### config.mk
export PLATFORM = sky130hd
export DESIGN_NAME = data_run_cluster_lookup_top_flat
export DESIGN_NICKNAME = d
export VERILOG_FILES = /design/src/design/drcl_pkg.sv /design/src/design/drcl_if.sv /design/src/design/drcl_in_reg.sv /design/src/design/drcl_walker.sv /design/src/design/drcl_out_reg.sv /design/src/design/data_run_cluster_lookup_top.sv /design/src/flat_wrapper.sv
export SDC_FILE = /design/constraint.sdc
export NUM_CORES = 2
export LEC_CHECK = 0
export ABC_AREA = 1
export CAP_MARGIN = 5
export CORE_MARGIN = 1.5
export CORE_UTILIZATION = 40
export CTS_BUF_LIST = sky130_fd_sc_hd__clkbuf_4
export CTS_CLUSTER_SIZE = 28
export DETAILED_ROUTE_END_ITERATION = 6
export DONT_BUFFER_PORTS = 1
export PLACE_DENSITY = 0.6
export SLEW_MARGIN = 20
export SYNTH_ARGS = -nofsm -noshare
export SYNTH_HDL_FRONTEND = slang
export SYNTH_SLANG_ARGS = --single-unit
### constraint.sdc
create_clock -name clock -period 19.3 [get_ports clock]
set_input_delay 0.965 -clock clock [delete_from_list [all_inputs] [get_ports clock]]
set_output_delay 0.965 -clock clock [all_outputs]
set_load 0.03 [all_outputs]
### src/design/drcl_pkg.sv
// Package: shared types, codes and constants of the run-list cluster lookup.
`default_nettype none

package drcl_pkg;

   // Default width of cluster arithmetic; every cluster sum wraps at this width.
   localparam int CLUSTER_BITS_DEF = 64;

   // Fixed widths of the word fields.
   localparam int BYTE_W   = 8;
   localparam int VCN_W    = 64;
   localparam int STATUS_W = 2;
   localparam int INDEX_W  = 5;
   localparam int NIBBLE_W = 4;

   // Mask of one header nibble.
   localparam logic [NIBBLE_W-1:0] NIBBLE_MASK = 4'hf;

   // Number of bytes of a count or offset field that are kept.
   localparam logic [INDEX_W-1:0] KEPT_BYTES = 5'd8;

   typedef enum logic [1:0] {
      PH_IDLE   = 2'd0,
      PH_HEADER = 2'd1,
      PH_BODY   = 2'd2
   } phase_type;

   typedef enum logic [STATUS_W-1:0] {
      ST_FOUND = 2'd0,
      ST_RANGE = 2'd1,
      ST_END   = 2'd2
   } status_type;

   typedef struct packed {
      logic [BYTE_W-1:0] run_byte;
      logic              list_start;
      logic [VCN_W-1:0]  target_vcn;
      logic [VCN_W-1:0]  low_vcn;
      logic [VCN_W-1:0]  high_vcn;
   } req_word_type;

   typedef struct packed {
      logic              emit;
      status_type        status;
      logic [VCN_W-1:0]  lcn_out;
      logic [VCN_W-1:0]  run_remaining;
   } result_type;

endpackage

`default_nettype wire

### src/design/drcl_if.sv
// Interfaces: request and response channels of the run-list cluster lookup.
`default_nettype none

interface drcl_req_if
   import drcl_pkg::*;
();
   logic              valid;
   logic              ready;
   logic [BYTE_W-1:0] run_byte;
   logic              list_start;
   logic [VCN_W-1:0]  target_vcn;
   logic [VCN_W-1:0]  low_vcn;
   logic [VCN_W-1:0]  high_vcn;

   modport source (output valid, run_byte, list_start, target_vcn, low_vcn, high_vcn,
                   input ready);
   modport sink   (input valid, run_byte, list_start, target_vcn, low_vcn, high_vcn,
                   output ready);
endinterface

interface drcl_rsp_if
   import drcl_pkg::*;
();
   logic                valid;
   logic                ready;
   logic [STATUS_W-1:0] status;
   logic [VCN_W-1:0]    lcn_out;
   logic [VCN_W-1:0]    run_remaining;

   modport source (output valid, status, lcn_out, run_remaining, input ready);
   modport sink   (input valid, status, lcn_out, run_remaining, output ready);
endinterface

`default_nettype wire

### src/design/drcl_in_reg.sv
// Input register: holds one request word until the walker consumes it.
`default_nettype none

module drcl_in_reg
   import drcl_pkg::*;
(
   input  wire logic         clock,
   input  wire logic         reset,
   drcl_req_if.sink          req_ch,
   input  wire logic         advance,
   output      logic         item_valid,
   output      req_word_type item
);

   logic         valid_ff;
   logic         valid_in;
   req_word_type word_ff;
   logic         take;

   assign req_ch.ready = !valid_ff || advance;
   assign take         = req_ch.valid && req_ch.ready;

   always_comb begin
      valid_in = valid_ff;
      if (take) begin
         valid_in = 1'b1;
      end else if (advance) begin
         valid_in = 1'b0;
      end
   end

   always_ff @(posedge clock) begin
      if (reset) begin
         valid_ff <= 1'b0;
      end else begin
         valid_ff <= valid_in;
      end
   end

   // Payload register needs no reset.
   always_ff @(posedge clock) begin
      if (take) begin
         word_ff.run_byte   <= req_ch.run_byte;
         word_ff.list_start <= req_ch.list_start;
         word_ff.target_vcn <= req_ch.target_vcn;
         word_ff.low_vcn    <= req_ch.low_vcn;
         word_ff.high_vcn   <= req_ch.high_vcn;
      end
   end

   assign item_valid = valid_ff;
   assign item       = word_ff;

endmodule

`default_nettype wire

### src/design/drcl_walker.sv
// Run-list walker: parse state, field assembly, run match and result build.
`default_nettype none

module drcl_walker
   import drcl_pkg::*;
#(
   parameter int CLUSTER_BITS = CLUSTER_BITS_DEF
) (
   input  wire logic         clock,
   input  wire logic         reset,
   input  wire logic         step,
   input  wire req_word_type item,
   output      result_type   result
);

   localparam int ClW = CLUSTER_BITS;

   phase_type            phase_ff, phase_in;
   logic [NIBBLE_W-1:0]  cw_ff, cw_in;
   logic [NIBBLE_W-1:0]  ow_ff, ow_in;
   logic [INDEX_W-1:0]   idx_ff, idx_in;
   logic [ClW-1:0]       cnt_acc_ff, cnt_acc_in;
   logic [ClW-1:0]       off_acc_ff, off_acc_in;
   logic [ClW-1:0]       run_lcn_ff, run_lcn_in;
   logic [ClW-1:0]       run_base_ff, run_base_in;
   logic [ClW-1:0]       query_ff, query_in;

   // Decoded view of the current word.
   logic [BYTE_W-1:0]    b;
   logic [ClW-1:0]       q_new, lo_new, hi_new;
   logic                 out_of_range;
   logic                 hdr_sel, body_sel, hdr_zero;
   logic                 is_cnt, cnt_hit, off_hit, sign_hit, last;
   logic [INDEX_W-1:0]   oi;
   logic [2:0]           pos;
   logic [VCN_W-1:0]     placed64, fill64;
   logic [ClW-1:0]       cnt_new, off_new, run_end, lcn_sum, delta, lcn_val;
   logic                 match;

   assign b            = item.run_byte;
   assign q_new        = item.target_vcn[ClW-1:0];
   assign lo_new       = item.low_vcn[ClW-1:0];
   assign hi_new       = item.high_vcn[ClW-1:0];
   assign out_of_range = (q_new < lo_new) || (q_new > hi_new);
   assign hdr_sel      = item.list_start ? !out_of_range : (phase_ff == PH_HEADER);
   assign body_sel     = !item.list_start && (phase_ff == PH_BODY);
   assign hdr_zero     = (b == '0);

   // Field bytes: count bytes first, then offset bytes; bytes past the eighth drop.
   assign is_cnt   = idx_ff < {1'b0, cw_ff};
   assign oi       = idx_ff - {1'b0, cw_ff};
   assign pos      = is_cnt ? idx_ff[2:0] : oi[2:0];
   assign placed64 = VCN_W'(b) << {pos, 3'b000};
   assign fill64   = ~VCN_W'(0) << {ow_ff[2:0], 3'b000};
   assign cnt_hit  = is_cnt && (idx_ff < KEPT_BYTES);
   assign off_hit  = !is_cnt && (oi < KEPT_BYTES);
   assign sign_hit = !is_cnt && ((oi + 5'd1) == {1'b0, ow_ff})
                     && (ow_ff < 4'd8) && b[BYTE_W-1];
   assign last     = ({1'b0, idx_ff} + 6'd1) >= ({2'b00, cw_ff} + {2'b00, ow_ff});

   always_comb begin
      cnt_new = cnt_acc_ff;
      off_new = off_acc_ff;
      if (cnt_hit) begin
         cnt_new = cnt_acc_ff | placed64[ClW-1:0];
      end
      if (off_hit) begin
         off_new = off_new | placed64[ClW-1:0];
      end
      if (sign_hit) begin
         off_new = off_new | fill64[ClW-1:0];
      end
   end

   // Run end, match test and mapped cluster of the target.
   assign run_end = run_base_ff + cnt_new;
   assign match   = (run_base_ff <= query_ff) && (query_ff < run_end);
   assign delta   = query_ff - run_base_ff;
   assign lcn_sum = run_lcn_ff + off_new;
   assign lcn_val = (off_new == '0) ? '0 : (lcn_sum + delta);

   // Next phase.
   always_comb begin
      phase_in = phase_ff;
      if (step) begin
         if (item.list_start && out_of_range) begin
            phase_in = PH_IDLE;
         end else if (hdr_sel) begin
            phase_in = hdr_zero ? PH_IDLE : PH_BODY;
         end else if (body_sel && last) begin
            phase_in = match ? PH_IDLE : PH_HEADER;
         end
      end
   end

   // Datapath registers and result.
   always_comb begin
      cw_in       = cw_ff;
      ow_in       = ow_ff;
      idx_in      = idx_ff;
      cnt_acc_in  = cnt_acc_ff;
      off_acc_in  = off_acc_ff;
      run_lcn_in  = run_lcn_ff;
      run_base_in = run_base_ff;
      query_in    = query_ff;
      result      = '{emit: 1'b0, status: ST_FOUND, lcn_out: '0, run_remaining: '0};
      if (step) begin
         if (item.list_start) begin
            query_in = q_new;
            if (out_of_range) begin
               result.emit   = 1'b1;
               result.status = ST_RANGE;
            end else begin
               run_base_in = lo_new;
               run_lcn_in  = '0;
            end
         end
         if (hdr_sel) begin
            if (hdr_zero) begin
               result.emit   = 1'b1;
               result.status = ST_END;
            end else begin
               cw_in      = b[NIBBLE_W-1:0] & NIBBLE_MASK;
               ow_in      = b[BYTE_W-1:NIBBLE_W] & NIBBLE_MASK;
               idx_in     = '0;
               cnt_acc_in = '0;
               off_acc_in = '0;
            end
         end else if (body_sel) begin
            cnt_acc_in = cnt_new;
            off_acc_in = off_new;
            idx_in     = idx_ff + 5'd1;
            if (last) begin
               run_lcn_in = lcn_sum;
               if (match) begin
                  result.emit          = 1'b1;
                  result.status        = ST_FOUND;
                  result.lcn_out       = VCN_W'(lcn_val);
                  result.run_remaining = VCN_W'(cnt_new - delta);
               end else begin
                  run_base_in = run_end;
               end
            end
         end
      end
   end

   always_ff @(posedge clock) begin
      if (reset) begin
         phase_ff <= PH_IDLE;
      end else begin
         phase_ff <= phase_in;
      end
   end

   // Every field below is loaded before it is read, so it carries no reset.
   always_ff @(posedge clock) begin
      cw_ff       <= cw_in;
      ow_ff       <= ow_in;
      idx_ff      <= idx_in;
      cnt_acc_ff  <= cnt_acc_in;
      off_acc_ff  <= off_acc_in;
      run_lcn_ff  <= run_lcn_in;
      run_base_ff <= run_base_in;
      query_ff    <= query_in;
   end

endmodule

`default_nettype wire

### src/design/drcl_out_reg.sv
// Output register: holds one response word until the receiver takes it.
`default_nettype none

module drcl_out_reg
   import drcl_pkg::*;
(
   input  wire logic       clock,
   input  wire logic       reset,
   input  wire result_type result,
   output      logic       slot_free,
   drcl_rsp_if.source      rsp_ch
);

   logic       valid_ff, valid_in;
   result_type word_ff;

   assign slot_free = !valid_ff || rsp_ch.ready;

   always_comb begin
      valid_in = valid_ff;
      if (result.emit) begin
         valid_in = 1'b1;
      end else if (rsp_ch.ready) begin
         valid_in = 1'b0;
      end
   end

   always_ff @(posedge clock) begin
      if (reset) begin
         valid_ff <= 1'b0;
      end else begin
         valid_ff <= valid_in;
      end
   end

   always_ff @(posedge clock) begin
      if (result.emit) begin
         word_ff <= result;
      end
   end

   assign rsp_ch.valid         = valid_ff;
   assign rsp_ch.status        = word_ff.status;
   assign rsp_ch.lcn_out       = word_ff.lcn_out;
   assign rsp_ch.run_remaining = word_ff.run_remaining;

endmodule

`default_nettype wire

### src/design/data_run_cluster_lookup_top.sv
// Top level: run-list cluster lookup with input register, walker and output register.
//
// The block walks an extent run list one byte per request word and reports where a
// target virtual cluster lives. The word with list_start high opens a list and also
// carries target_vcn, low_vcn and high_vcn; a list start in any state drops the list
// being walked. Each later word brings the next run-list byte.
// A response word is sent once per list: status found with the logical cluster and
// the clusters left in the run, status range when the target is outside
// low_vcn..high_vcn, or status end when a zero header closes the list. Bytes after
// the response are ignored until the next list start.
// Throughput is one request word per cycle while the receiver takes responses.
// The walker updates its parse state for a byte between the input and output registers.
// A word accepted into the input register is parsed once the output register has room,
// and its response is registered in the output register and then driven on rsp_ch.
// When the receiver stalls, the output register holds the response and the input
// register keeps the next word, so the request side stalls only while both are full.
// Synchronous reset empties both registers and returns the walker to idle.
`default_nettype none

module data_run_cluster_lookup_top
   import drcl_pkg::*;
#(
   parameter int CLUSTER_BITS = CLUSTER_BITS_DEF
) (
   input wire logic   clock,
   input wire logic   reset,
   drcl_req_if.sink   req_ch,
   drcl_rsp_if.source rsp_ch
);

   logic         item_valid;
   req_word_type item;
   logic         slot_free;
   logic         advance;
   result_type   result;

   // A word is parsed only when the output register can take whatever it produces.
   assign advance = item_valid && slot_free;

   drcl_in_reg u_in_reg (
      .clock      (clock),
      .reset      (reset),
      .req_ch     (req_ch),
      .advance    (advance),
      .item_valid (item_valid),
      .item       (item)
   );

   drcl_walker #(
      .CLUSTER_BITS (CLUSTER_BITS)
   ) u_walker (
      .clock  (clock),
      .reset  (reset),
      .step   (advance),
      .item   (item),
      .result (result)
   );

   drcl_out_reg u_out_reg (
      .clock     (clock),
      .reset     (reset),
      .result    (result),
      .slot_free (slot_free),
      .rsp_ch    (rsp_ch)
   );

endmodule

`default_nettype wire

### src/flat_wrapper.sv
// flat-port wrapper written by rule: the top's interface ports become plain ports
module data_run_cluster_lookup_top_flat import drcl_pkg::*;
#(
   parameter int CLUSTER_BITS = CLUSTER_BITS_DEF
)
  (clock, reset, req_ch_valid, req_ch_run_byte, req_ch_list_start, req_ch_target_vcn, req_ch_low_vcn, req_ch_high_vcn, req_ch_ready, rsp_ch_valid, rsp_ch_status, rsp_ch_lcn_out, rsp_ch_run_remaining, rsp_ch_ready);
  drcl_req_if req_ch_i ();
  drcl_rsp_if rsp_ch_i ();
  input wire logic clock;
  input wire logic reset;
  input wire logic [$bits(req_ch_i.valid)-1:0] req_ch_valid;
  input wire logic [$bits(req_ch_i.run_byte)-1:0] req_ch_run_byte;
  input wire logic [$bits(req_ch_i.list_start)-1:0] req_ch_list_start;
  input wire logic [$bits(req_ch_i.target_vcn)-1:0] req_ch_target_vcn;
  input wire logic [$bits(req_ch_i.low_vcn)-1:0] req_ch_low_vcn;
  input wire logic [$bits(req_ch_i.high_vcn)-1:0] req_ch_high_vcn;
  output wire logic [$bits(req_ch_i.ready)-1:0] req_ch_ready;
  output wire logic [$bits(rsp_ch_i.valid)-1:0] rsp_ch_valid;
  output wire logic [$bits(rsp_ch_i.status)-1:0] rsp_ch_status;
  output wire logic [$bits(rsp_ch_i.lcn_out)-1:0] rsp_ch_lcn_out;
  output wire logic [$bits(rsp_ch_i.run_remaining)-1:0] rsp_ch_run_remaining;
  input wire logic [$bits(rsp_ch_i.ready)-1:0] rsp_ch_ready;
  assign req_ch_i.valid = req_ch_valid;
  assign req_ch_i.run_byte = req_ch_run_byte;
  assign req_ch_i.list_start = req_ch_list_start;
  assign req_ch_i.target_vcn = req_ch_target_vcn;
  assign req_ch_i.low_vcn = req_ch_low_vcn;
  assign req_ch_i.high_vcn = req_ch_high_vcn;
  assign req_ch_ready = req_ch_i.ready;
  assign rsp_ch_valid = rsp_ch_i.valid;
  assign rsp_ch_status = rsp_ch_i.status;
  assign rsp_ch_lcn_out = rsp_ch_i.lcn_out;
  assign rsp_ch_run_remaining = rsp_ch_i.run_remaining;
  assign rsp_ch_i.ready = rsp_ch_ready;
  data_run_cluster_lookup_top #(.CLUSTER_BITS(CLUSTER_BITS)) u_core (.clock(clock), .reset(reset), .req_ch(req_ch_i), .rsp_ch(rsp_ch_i));
endmodule
==> results.md <==
- TritonCTS created approximately 190 clock buffers.
- The clock transition time at the flip-flop clock pins of the worst setup and hold paths is ~70 ps.
- Across the routed clock network, the largest skew measured is 124 ps.
- The first global-routing pass estimated 291 mm of wire.
- The worst hold path begins at rsp_ch_ready.
- The run finished with clean final reports.
- The largest single stage delay on the critical path is between 800 and 900 ps.
- The number of vias per cell after detailed routing is 5.36.
- Max-cap violations in this run came to 0.
- The slowest stage of the critical path is the nor2_1 cell.
- Cells with a size suffix above 1 make up 5.14% of the layout.
- In this run, distinct cell masters in the synthesized netlist total 50.
- The worst path uses a little over half of the clock period.
- Wires add up to approximately 200 mm.
- The DRC violation total after the first TritonRoute iteration is between 3000 and 4000.
- The number of pins exceeding their max-slew limit in the final report is 0.
- In the layout the commonest cells are 1204 x inv_1, 1118 x nand2_1, 935 x nor2_1.
- The post-synthesis instance area is between 50000 and 60000 um2.
- The global-route met2 utilization is 49.0%.
- The synthesis warning total is 0.
- The count of mapped cells out of synthesis is 6726.
- The total of buffers placed on input and output ports is 0.
- The number of antenna violations at the first check in global routing is 6.
- The relative slew slack is 21.8%.
- The hold violation count in the final report is 0.
- The top cell type by total area after synthesis is edfxtp_1.
- The critical path contains buffers and inverters numbering 6 combined.
- The cell class contributing the biggest share of worst-path delay is simple AND/OR/NAND/NOR gates.
- The die is between 300 and 400 um wide.
- The net count of the mapped netlist is around 7500.
- For the worst-skew pair, the clock arrives at the later sink with an insertion delay of 1260 ps.
- Entering global routing, the biggest net connects 86 pins.
- The setup check on the worst reg-to-reg path leaves a slack of slightly above 9000 ps.
- The minimum clock period after layout is approximately 10000 ps.
- The count of placed standard cells in the final layout, fillers left out is about 9000.
- The H-tree level count is 4.
- Global routing consumed, on the met1 layer, a little under two fifths of the routing resources.
- In the final design database the tool counted ~8000 nets.
- Global routing used around 4.6% of the available met3 tracks.
- The transition at the pin with the smallest max-transition slack is 1160 ps.
- Dividing the detail-routed wire length by the instance count gives ~22 um.
- Once detailed placement completed, the half-perimeter wirelength came to 162 mm.
- The kind of path behind the tightest hold check is in2reg.
- The leakage power is approximately 26 nW.
- The count of boundary I/O pins is about 340.
- The worst hold path passes through 3 cells.
- Global routing finished with a remaining overflow of 0.
- Adding up every negative setup slack in the final design gives 0 ps.
- The achievable frequency is just under 0.1 GHz.
- Synthesis inferred approximately 670 register bits.
- The biggest fanout along the worst timing path is 74.
- The filler cells instantiated in the layout total roughly 13000.
- The global-route usage over all layers is between 20% and 30%.
- The initial utilization of the core area, before any placement, comes to 40.4%.
- The routability congestion estimate from global placement is roughly 1.
- For this run, the detailed router's first-pass iteration total came to 6.
- The worst IR drop on VDD is 0.0000796 V.
- The number of cell instances on the worst register-to-register path is 35.
- The count of clock tree sinks is between 600 and 700.
- The placeable core region is ~130000 um2.
- The die footprint is ~130000 um2.
- After synthesis, flip-flops and latches occupy a little under two fifths of the total area.
- The post-synthesis to final-layout area growth is 12.9%.
- After synthesis, the cell types taking the most area are edfxtp_1 38%, ha_1 12%, inv_1 8.7%, nand2_1 8.0%, nor2_1 6.7%.
- The tree is rooted in a clkbuf_4.
- STA classifies the critical path endpoint as a flip-flop.
- The number of global-route vias before repair is around 48000.
- The worst min-delay path endpoint is u_core.u_in_reg.item_valid.
- After synthesis, the mean cell area works out to between 7 and 8 um2.
- The y dimension of the die is ~360 um.
- In the synthesized netlist the dominant register cell turns out to be edfxtp_1.
- The startpoint class of the critical path is a flip-flop.
- The capture point of the worst reg-to-reg path is u_core.u_out_reg.rsp_ch.lcn_out[12].
- The TritonCTS clock tree is yes.
- Setup violations remaining at the end of the flow were counted as 0.
- The post-CTS resize count is 0.
- The clock passes through at most 3 buffers.
- After global routing, the most crowded layer is met2.
- Setup repair after global routing left no endpoint under its margin.
- The critical path arrival is about 11000 ps.
- For this run, asynchronously set or reset flops after synthesis account for 0%.
- After detailed placement, the design holds a cell count of about 8400.
- The data required time at the worst endpoint is about 20000 ps.
- The floorplan has 132 rows.
- The critical path in this run is classified as reg2reg.
- The commonest non-fill, non-tap cell in the layout is inv_1.
- The total power draw is between 4 and 5 mW.
- The startpoint identified for the worst register-to-register timing path is u_core.u_walker.idx_ff[3].
- The DRC violation count after routing is 0.
- The overall via count from detail_route is 48088.
- Power spread over the standard cell area amounts to 78.9 nW/um2.
- The synthesized design devotes to its leading area cell type a little under two fifths of total area.
- The count of nets left with antenna violations once routing finished came out at 0.
- The most repeated library cell on the critical path is nand2_1.
- The number of synthesized flops with an enable pin is about 660.
per-stage QoR:
| step | utilization (%) | instance area (um2) | setup WS, ps | hold WS, ps |
|---|---|---|---|---|
| 6_report | 45.6 | 59100 | 9130 | 224 |
| 5_1_grt | 45.6 | 59100 | 8490 | 169 |
| 4_1_cts | 45.6 | 59100 | 9260 | 90.0 |
| 3_5_place_dp | 42.1 | 54600 | 9390 | 442 |
| 3_3_place_gp | 42.1 | 54600 | 9560 | 449 |
| 2_1_floorplan | - | 52400 | 4900 | 426 |
flip-flops by register name, summed over array words and instances, names as in the netlist, 64 cells and up:
register                               count
u_core.u_out_reg.rsp_ch.run_remaining     64
u_core.u_walker.query_ff                  64
u_core.u_walker.run_base_ff               64
u_core.u_walker.cnt_acc_ff                64
u_core.u_in_reg.item                     201
u_core.u_walker.off_acc_ff                64
u_core.u_walker.run_lcn_ff                64
u_core.u_out_reg.rsp_ch.lcn_out           64
kinds of logic after synthesis:
| logic type | share of synthesized area, % |
|---|---|
| AND/OR/NAND/NOR | 19.1 |
| AO/OA/AOI/OAI | 16.0 |
| buffers and inverters | 9.43 |
| flip-flops | 38.2 |
| adder cells (fa/ha/maj) | 12.7 |
| XOR/XNOR | 4.47 |
report_power, final:
part / internal, mW / switching [mW] / leakage, nW / total (mW)
Clock: 0.670 / 0.686 / 1.40 / 1.36
Sequential: 1.67 / 0.0637 / 6.16 / 1.74
Combinational: 0.501 / 1.07 / 18.9 / 1.57
Total: 2.84 / 1.82 / 26.5 / 4.66
cell type report:
type / instances / area (um2) / share of cell area [%]
multi-input cells: 4752 / 27400 / 46.5
flip-flops and latches: 668 / 20000 / 33.9
inverters: 1212 / 4560 / 7.72
repair buffers: 258 / 2450 / 4.14
well taps: 1742 / 2180 / 3.69
clock buffers: 245 / 1840 / 3.11
clock inverters: 85 / 558 / 0.944
diodes: 14 / 35.0 / 0.0593
worst reg2reg max path, delay by kind of cell, from the launching register on:
kind | cells | cell delay, ps
AND/OR/NAND/NOR | 15 | 3070
AO/OA/AOI/OAI | 10 | 2940
buffers and inverters | 6 | 1940
adder cells (fa/ha/maj) | 3 | 1050
flip-flops | 1 | 470
XOR/XNOR | 1 | 190
cells in the mapped netlist, types with 18 or more instances:
library cell,n
inv_1,1208
nand2_1,1120
nor2_1,936
edfxtp_1,664
a21oi_1,612
ha_1,521
o21ai_0,467
nand3_1,229
xor2_1,179
xnor2_1,88
a31oi_1,81
o211ai_1,80
clkbuf_1,67
a21o_1,62
o21a_1,61
nand4_1,59
nor3_1,59
o21bai_1,29
nor4_1,28
a21boi_0,23
a22o_1,18
routing by layer:
layer	wire length, um	part of all wire, %	vias to the layer above
li1	-	-	23433
met3	12000	6.0	379
met2	92300	46	1753
met1	85300	43	22521
met5	13	0.0065	-
met4	9880	5.0	2
worst max path at each step:
stage                               from                                  end  slack (ps)  cells past startpoint
2_1_floorplan               rsp_ch_ready        u_core.u_walker.cnt_acc_ff[0]        4900                      8
3_3_place_gp   u_core.u_walker.idx_ff[3]  u_core.u_out_reg.rsp_ch.lcn_out[10]        9560                     35
3_5_place_dp   u_core.u_walker.idx_ff[3]   u_core.u_out_reg.rsp_ch.lcn_out[9]        9390                     35
4_1_cts        u_core.u_walker.idx_ff[3]  u_core.u_out_reg.rsp_ch.lcn_out[10]        9260                     35
5_1_grt        u_core.u_walker.idx_ff[3]  u_core.u_out_reg.rsp_ch.lcn_out[12]        8490                     35
6_report       u_core.u_walker.idx_ff[3]  u_core.u_out_reg.rsp_ch.lcn_out[12]        9130                     35
repair_timing:
action / in CTS / in global routing
setup buffers: 0 / 0
hold buffers: 204 / 0
hold endpoints to repair: 205 / 0
No activity file was read; power rests on OpenSTA's default activity.
